[src/rtl/core/c6502_pkg.sv]
package c6502_pkg;

   typedef enum logic [1:0] {
      CMD_LOAD = 2'd0,
      CMD_READ = 2'd1,
      CMD_EXEC = 2'd2,
      CMD_NOP  = 2'd3
   } cmd_type;

   typedef enum logic [1:0] {
      MODE_IMM,
      MODE_ZP,
      MODE_ABS,
      MODE_ACC
   } mode_type;

   typedef enum logic [4:0] {
      K_LDA, K_STA, K_ADC, K_SBC, K_AND, K_ORA, K_EOR, K_BIT, K_INC, K_DEC,
      K_ASL, K_LSR, K_ROL, K_ROR, K_INX, K_INY, K_DEX, K_DEY, K_JMP, K_NONE
   } kind_type;

   typedef struct packed {
      mode_type mode;
      kind_type kind;
   } decode_type;

   typedef enum logic [3:0] {
      ST_IDLE,
      ST_OPC,
      ST_DEC,
      ST_OPLO,
      ST_OPHI,
      ST_JLO,
      ST_JHI,
      ST_OPER,
      ST_RDWAIT,
      ST_DONE
   } state_type;

   localparam logic [7:0] FLAG_C = 8'h01;
   localparam logic [7:0] FLAG_Z = 8'h02;
   localparam logic [7:0] FLAG_V = 8'h40;
   localparam logic [7:0] FLAG_N = 8'h80;

   function automatic decode_type decode_op(input logic [7:0] op);
      decode_type d;
      d.mode = MODE_ACC;
      d.kind = K_NONE;
      unique case (op)
         8'hA9: d = '{MODE_IMM, K_LDA};
         8'hA5: d = '{MODE_ZP,  K_LDA};
         8'hAD: d = '{MODE_ABS, K_LDA};
         8'h85: d = '{MODE_ZP,  K_STA};
         8'h8D: d = '{MODE_ABS, K_STA};
         8'h69: d = '{MODE_IMM, K_ADC};
         8'h65: d = '{MODE_ZP,  K_ADC};
         8'h6D: d = '{MODE_ABS, K_ADC};
         8'hE9: d = '{MODE_IMM, K_SBC};
         8'hE5: d = '{MODE_ZP,  K_SBC};
         8'hED: d = '{MODE_ABS, K_SBC};
         8'hE8: d = '{MODE_ACC, K_INX};
         8'hC8: d = '{MODE_ACC, K_INY};
         8'hCA: d = '{MODE_ACC, K_DEX};
         8'h88: d = '{MODE_ACC, K_DEY};
         8'hE6: d = '{MODE_ZP,  K_INC};
         8'hEE: d = '{MODE_ABS, K_INC};
         8'hC6: d = '{MODE_ZP,  K_DEC};
         8'hCE: d = '{MODE_ABS, K_DEC};
         8'h29: d = '{MODE_IMM, K_AND};
         8'h25: d = '{MODE_ZP,  K_AND};
         8'h2D: d = '{MODE_ABS, K_AND};
         8'h09: d = '{MODE_IMM, K_ORA};
         8'h05: d = '{MODE_ZP,  K_ORA};
         8'h0D: d = '{MODE_ABS, K_ORA};
         8'h49: d = '{MODE_IMM, K_EOR};
         8'h45: d = '{MODE_ZP,  K_EOR};
         8'h4D: d = '{MODE_ABS, K_EOR};
         8'h24: d = '{MODE_ZP,  K_BIT};
         8'h2C: d = '{MODE_ABS, K_BIT};
         8'h0A: d = '{MODE_ACC, K_ASL};
         8'h06: d = '{MODE_ZP,  K_ASL};
         8'h0E: d = '{MODE_ABS, K_ASL};
         8'h4A: d = '{MODE_ACC, K_LSR};
         8'h46: d = '{MODE_ZP,  K_LSR};
         8'h4E: d = '{MODE_ABS, K_LSR};
         8'h2A: d = '{MODE_ACC, K_ROL};
         8'h26: d = '{MODE_ZP,  K_ROL};
         8'h2E: d = '{MODE_ABS, K_ROL};
         8'h6A: d = '{MODE_ACC, K_ROR};
         8'h66: d = '{MODE_ZP,  K_ROR};
         8'h6E: d = '{MODE_ABS, K_ROR};
         8'h6C: d = '{MODE_ABS, K_JMP};
         default: d = '{MODE_ACC, K_NONE};
      endcase
      return d;
   endfunction

endpackage

[src/rtl/core/c6502_alu.sv]
module c6502_alu
   import c6502_pkg::*;
(
   input  kind_type   kind,
   input  logic       acc_mode,
   input  logic [7:0] v,
   input  logic [7:0] acc,
   input  logic [7:0] idx_x,
   input  logic [7:0] idx_y,
   input  logic [7:0] status,
   output logic [7:0] acc_out,
   output logic [7:0] x_out,
   output logic [7:0] y_out,
   output logic [7:0] status_out,
   output logic [7:0] wr_val,
   output logic       wr_en
);

   logic [8:0] sum;
   logic [7:0] m;
   logic [7:0] r;
   logic       nz;
   logic       c_in;

   always_comb begin
      acc_out    = acc;
      x_out      = idx_x;
      y_out      = idx_y;
      status_out = status;
      wr_val     = 8'h00;
      wr_en      = 1'b0;
      r          = 8'h00;
      nz         = 1'b0;
      c_in       = status[0];
      m          = (kind == K_SBC) ? ~v : v;
      sum        = {1'b0, acc} + {1'b0, m} + {8'h00, c_in};
      unique case (kind)
         K_LDA: begin r = v; acc_out = r; nz = 1'b1; end
         K_STA: begin wr_val = acc; wr_en = 1'b1; end
         K_ADC, K_SBC: begin
            r = sum[7:0];
            acc_out = r;
            nz = 1'b1;
            status_out[0] = sum[8];
            status_out[6] = ~(acc[7] ^ m[7]) & (acc[7] ^ sum[7]);
         end
         K_AND: begin r = acc & v; acc_out = r; nz = 1'b1; end
         K_ORA: begin r = acc | v; acc_out = r; nz = 1'b1; end
         K_EOR: begin r = acc ^ v; acc_out = r; nz = 1'b1; end
         K_BIT: begin
            status_out[1] = ((acc & v) == 8'h00);
            status_out[7] = v[7];
            status_out[6] = v[6];
         end
         K_INC: begin r = v + 8'd1; wr_val = r; wr_en = 1'b1; nz = 1'b1; end
         K_DEC: begin r = v - 8'd1; wr_val = r; wr_en = 1'b1; nz = 1'b1; end
         K_ASL, K_LSR, K_ROL, K_ROR: begin
            unique case (kind)
               K_ASL: begin r = {v[6:0], 1'b0}; status_out[0] = v[7]; end
               K_ROL: begin r = {v[6:0], c_in}; status_out[0] = v[7]; end
               K_LSR: begin r = {1'b0, v[7:1]}; status_out[0] = v[0]; end
               default: begin r = {c_in, v[7:1]}; status_out[0] = v[0]; end
            endcase
            nz = 1'b1;
            if (acc_mode) begin
               acc_out = r;
            end else begin
               wr_val = r;
               wr_en = 1'b1;
            end
         end
         K_INX: begin r = idx_x + 8'd1; x_out = r; nz = 1'b1; end
         K_INY: begin r = idx_y + 8'd1; y_out = r; nz = 1'b1; end
         K_DEX: begin r = idx_x - 8'd1; x_out = r; nz = 1'b1; end
         K_DEY: begin r = idx_y - 8'd1; y_out = r; nz = 1'b1; end
         default: begin end
      endcase
      if (nz) begin
         status_out[1] = (r == 8'h00);
         status_out[7] = r[7];
      end
   end

endmodule

[config.mk]
export PLATFORM = sky130hd
export DESIGN_NAME = c6502_alu
export DESIGN_NICKNAME = d
export VERILOG_FILES = /design/src/rtl/core/c6502_pkg.sv /design/src/rtl/core/c6502_alu.sv
export SDC_FILE = /design/constraint.sdc
export NUM_CORES = 1
export LEC_CHECK = 0
export ABC_AREA = 1
export BUFFER_PORTS_ARGS = -buffer_cell sky130_fd_sc_hd__buf_4
export CORE_UTILIZATION = 57
export DETAILED_ROUTE_END_ITERATION = 12
export MAX_ROUTING_LAYER = met4
export PLACE_DENSITY = 0.92
export REMOVE_ABC_BUFFERS = 1
export SYNTH_ARGS = -nofsm -noshare
export SYNTH_HDL_FRONTEND = slang
export SYNTH_SLANG_ARGS = --single-unit
[constraint.sdc]
create_clock -name vclk -period 3.6
set_input_delay 0.36 -clock vclk [all_inputs]
set_output_delay 0.36 -clock vclk [all_outputs]
set_load 0.005 [all_outputs]
==> flow_metrics.env, run 1 <==
export IMPL_clock_buffer_count=0
export IMPL_setup_viol=0
export IMPL_dp_hpwl_um=10400
export IMPL_layout_common_cells="nand2_1 (187), nand3_1 (85), inv_1 (84)"
export IMPL_max_stage_delay_ns=0.42
export IMPL_final_setup_tns_ns=0
export IMPL_fin_area_um2=3870
export IMPL_antenna_found_initial=0
export IMPL_p_comb_share_pct=100.0
export IMPL_n_sequential_cell=0
export IMPL_grt_setup_unrepaired="no"
export IMPL_yosysWarningCount=0
export IMPL_path_cells="buf_4 > inv_2 > nand3_2 > inv_1 > nand2_1 > xor2_1 > fa_1 > fa_1 > o21ai_0 > nand2_1 > nand2_1 > nor2_1 > nor2_1 > nand2_1 > nor2_1 > nand2_1 > nor2_1 > nand3_1 > nand2_1 > buf_4"
export IMPL_hold_viol_final=0
export IMPL_total_power_mw=0.476
export IMPL_cpMostUsedCell="nand2_1"
export IMPL_synth_cells=644
export IMPL_start_util_pct=59.4
export IMPL_critPathKind="in2out"
export IMPL_core_area_um2=5540
export IMPL_grt_first_pass_wirelength_um=19800
export IMPL_switchingPower_mw=0.289
export IMPL_post_route_drc_count=0
export IMPL_syn_to_final_growth_pct=17.6
export IMPL_pwr_share_seq_pct=0
export IMPL_syn_area_per_cell_um2=5.11
export IMPL_internal_power_mw=0.188
export IMPL_port_buffers=79
export IMPL_grt_max_degree=13
export IMPL_swShare_pct=60.6
export IMPL_max_clock_freq_mhz=298
export IMPL_startpoint_type="primary input"
export IMPL_path_buf_inv=4
export IMPL_drt_initial_drc_count=469
export IMPL_fin_ws_ns=0.244
export IMPL_final_max_slew_viol_count=0
export IMPL_ir_worst_vdd_mv=0.0638
export IMPL_clkPwrFrac_pct=0
export IMPL_top_level_ports=87
export IMPL_crit_fanout=7
export IMPL_worst_path_max_delay_cell="fa_1"
export IMPL_fin_nets=785
export IMPL_ys_seq_area_share_pct=0
export IMPL_status="finished clean"
export IMPL_synth_top_area_cell="nand2_1"
export IMPL_preCtsSetupSlack_ns=0.301
export IMPL_layout_drive_gt1_share_pct=16.6
export IMPL_pwr_density_cell_nw_per_um2=123
export IMPL_crit_arrival_ns=3.00
export IMPL_cts_setup_buffers=0
export IMPL_synth_area_top_cells="nand2_1 (21%), nand3_1 (13%), ha_1 (11%), inv_1 (9.6%), nor2_1 (9.1%)"
export IMPL_antenna_left=0
export IMPL_vias=4611
export IMPL_cts_hold_buf=0
export IMPL_ctsResizeCount=0
export IMPL_chipWidth_um=78.0
export IMPL_chipHeight_um=78.0
export IMPL_netlist_cell_type_count=36
export IMPL_grt_pass1_vias=4146
export IMPL_place_area_um2=3870
export IMPL_crit_required_ns=3.24
export IMPL_gp_congestion=1.01
export IMPL_synth_top_area_share_pct=21.3
export IMPL_firstDrtPassIters=5
export IMPL_relSlewSlack_pct=55.5
export IMPL_num_rows=27
export IMPL_grt_ovfl_total=0
export IMPL_finalCritPeriodShare_pct=93.2
export IMPL_cp_top_family="simple AND/OR/NAND/NOR gates"
export IMPL_endpoint_kind="output pin"
export IMPL_postLayoutCoreUtil_pct=69.8
export IMPL_syn_area_um2=3290
export IMPL_tightest_slew_ns=0.661
export IMPL_fillers=527
export IMPL_via_per_inst=5.93
export IMPL_dieArea_um2=6080
export IMPL_avgRoutedWirePerCell_um=16.2
export IMPL_drv_cap=0
export IMPL_seq_area_um2=0
export IMPL_fin_crit_ns=3.36
export IMPL_min_path_type="in2out"
export IMPL_wirelength_um=12600
export IMPL_grt_use_total_pct=42.1
export IMPL_final_common_cell="nand2_1"
export IMPL_power_leakage_nw=2.21
export IMPL_diodes=0
## cell usage after synthesis
cell type and number:
nand4_2 1, nand4_1 20, xnor2_1 2, a21o_1 1, nand3_1 85, nand2_2 5
a31oi_1 6, xor2_1 10, buf_4 6, buf_6 3, a21oi_1 20, and2_1 1
inv_4 1, nor4_1 2, o211ai_1 12, or2_2 2, nand3_2 4, nor2_1 80
clkbuf_1 6, o21ai_1 5, a221o_1 2, nor2_4 4, nor2_2 7, nor2_8 1
nand2_1 187, o21ai_0 30, nor3_1 1, fa_1 2, o22ai_1 3, buf_2 5
o221ai_2 1, nand3b_1 6, inv_1 84, o2111ai_1 1, inv_2 9, ha_1 29
## area by class of cell
cell class                 count  area, um2  area share (%)
timing repair buffer          82        616            15.9
tap                           72       90.1            2.33
inverter                      94        355            9.18
multi-input combinational    530       2810            72.6
## per-layer routing
layer	wire length, um	global-route usage, %	up-vias
li1	-	-	2231
met1	5040	49.8	2024
met2	5800	71.2	302
met3	1230	5.88	54
met4	564	17.2	0
met5	0	-	-
## cell families (layout without fill, tap and decap cells)
logic type               count (synthesis)  after routing  share of synthesized area, %
AND/OR/NAND/NOR                        406            406                          55.5
buffers and inverters                  114            176                          14.6
AO/OA/AOI/OAI                           81             81                          14.4
adder cells (fa/ha/maj)                 31             31                          12.2
XOR/XNOR                                12             12                          3.20
## final timing paths
path	startpoint	to	slack [ns]	depth (start not counted)
max	kind[4]	status_out[1]	0.24	20
min	status[4]	status_out[4]	0.72	0
## metrics by stage
stage | std cells | hold WS (ns)
after CTS | 778 | 0.720
after global routing | 778 | 0.720
final | 778 | 0.720
after detailed placement | 778 | 0.720
after global placement | 778 | 0.720
after floorplan | 624 | 0.720
## power groups by stage
| stage | Sequential, mW | Clock [mW] | Combinational (mW) |
|---|---|---|---|
| finish | 0 | 0 | 0.476 |
| global route | 0 | 0 | 0.519 |
| CTS | 0 | 0 | 0.463 |
| detailed placement | 0 | 0 | 0.461 |
| global placement | 0 | 0 | 0.452 |
| floorplan | 0 | 0 | 0.253 |
No activity file was read; power rests on OpenSTA's default activity.
==> run 2, diff against run 1 <==
RECOVER_POWER = 100   (was default)
==> flow_metrics.env, run 2 (same netlist as run 1, synthesis figures left out) <==
export IMPL_clock_buffer_count=0
export IMPL_worst_hold_slack_ns=0.720
export IMPL_gp_congestion=1.01
export IMPL_final_setup_tns_ns=0
export IMPL_grt_first_pass_wirelength_um=19800
export IMPL_startpoint_type="primary input"
export IMPL_dieArea_um2=6080
export IMPL_layout_common_cells="nand2_1 (188), inv_1 (86), nand3_1 (85)"
export IMPL_pwr_density_cell_nw_per_um2=123
export IMPL_crit_required_ns=3.24
export IMPL_multi_input_comb_area_um2=2790
export IMPL_drt_initial_drc_count=527
export IMPL_diodes=0
export IMPL_layout_drive_gt1_share_pct=15.2
export IMPL_gr_usage_met1_pct=49.8
export IMPL_status="finished clean"
export IMPL_firstDrtPassIters=7
export IMPL_dp_cells=778
export IMPL_ir_worst_vdd_mv=0.0630
export IMPL_grt_pass1_vias=4146
export IMPL_antenna_left=0
export IMPL_n_sequential_cell=0
export IMPL_avgRoutedWirePerCell_um=16.2
export IMPL_syn_to_final_growth_pct=16.6
export IMPL_relSlewSlack_pct=54.2
export IMPL_p_comb_share_pct=100.0
export IMPL_fin_crit_ns=3.44
export IMPL_swShare_pct=61.3
export IMPL_start_util_pct=59.4
export IMPL_tightest_slew_ns=0.685
export IMPL_final_max_slew_viol_count=0
export IMPL_grt_met2_usage_pct=71.2
export IMPL_pwr_share_seq_pct=0
export IMPL_endpoint_kind="output pin"
export IMPL_hold_viol_final=0
export IMPL_vias=4614
export IMPL_setup_viol=0
export IMPL_grt_busiest_layer="met2"
export IMPL_port_buffers=79
export IMPL_grt_setup_unrepaired="no"
export IMPL_grt_max_degree=13
export IMPL_top_level_ports=87
export IMPL_seq_area_um2=0
export IMPL_core_area_um2=5540
export IMPL_drv_cap=0
export IMPL_fin_ws_ns=0.156
export IMPL_switchingPower_mw=0.288
export IMPL_total_power_mw=0.470
export IMPL_grt_use_total_pct=42.1
export IMPL_crit_fanout=11
export IMPL_post_route_drc_count=0
export IMPL_antenna_found_initial=0
export IMPL_cts_hold_buf=0
export IMPL_cts_setup_buffers=0
export IMPL_internal_power_mw=0.182
export IMPL_via_per_inst=5.93
export IMPL_wirelength_um=12600
export IMPL_finalNonFillerCells=778
export IMPL_chipWidth_um=78.0
export IMPL_chipHeight_um=78.0
export IMPL_use_met3_pct=5.88
export IMPL_min_path_type="in2out"
export IMPL_max_clock_freq_mhz=290
export IMPL_final_common_cell="nand2_1"
export IMPL_num_rows=27
export IMPL_clkPwrFrac_pct=0
export IMPL_preCtsSetupSlack_ns=0.301
export IMPL_finalCritPeriodShare_pct=95.7
export IMPL_fillers=539
export IMPL_worstHoldPathCells=0
export IMPL_ctsResizeCount=0
export IMPL_critPathKind="in2out"
export IMPL_dp_hpwl_um=10400
export IMPL_grt_ovfl_total=0
export IMPL_crit_arrival_ns=3.08
export IMPL_fin_nets=785
export IMPL_power_leakage_nw=2.19
==> run 2: cell types whose count changed in the layout (fill, tap and decap cells not counted), moves of 2 or more <==
cell	previous run	this run
inv_1	84	86
clkbuf_4	0	15
buf_4	82	63
inv_2	9	7
clkbuf_1	0	4
nor2_1	80	82
==> run 2: critical path: stages <==
cell and delay, ns:
buf_4 0.14, nor2_1 0.55, nand2_2 0.28, nand4_1 0.52, inv_1 0.20, nor2_4 0.24, inv_2 0.16, nand2_1 0.08
o21ai_0 0.08, a31oi_1 0.29, buf_4 0.18
==> run 2: final cells by class <==
| cell class | instances | area share [%] |
|---|---|---|
| Tap cell | 72 | 2.35 |
| Timing Repair Buffer | 82 | 15.7 |
| Inverter | 94 | 9.27 |
| Multi-Input combinational cell | 530 | 72.7 |
==> run 2: per-layer routing <==
layer,wire (um),vias up
met4,585,0
li1,-,2230
met1,4860,2011
met2,5770,317
met5,0,-
met3,1360,56
==> run 2: through the flow <==
stage / instance area, um2 / utilization (%)
after global placement: 3870 / 69.8
after global routing: 3830 / 69.2
final: 3830 / 69.2
after detailed placement: 3870 / 69.8
after floorplan: 3160 / -
after CTS: 3870 / 69.8
==> run 2: worst paths after layout <==
check,startpoint,to,slack [ns]
worst max-delay path,kind[1],acc_out[1],0.16
worst min-delay path,status[4],status_out[4],0.72
==> run 2: power by group through the flow <==
| stage | Sequential, mW | Combinational [mW] | Clock (mW) |
|---|---|---|---|
| 2_1_floorplan | 0 | 0.253 | 0 |
| 5_1_grt | 0 | 0.512 | 0 |
| 4_1_cts | 0 | 0.463 | 0 |
| 6_report | 0 | 0.470 | 0 |
| 3_5_place_dp | 0 | 0.461 | 0 |
| 3_3_place_gp | 0 | 0.452 | 0 |
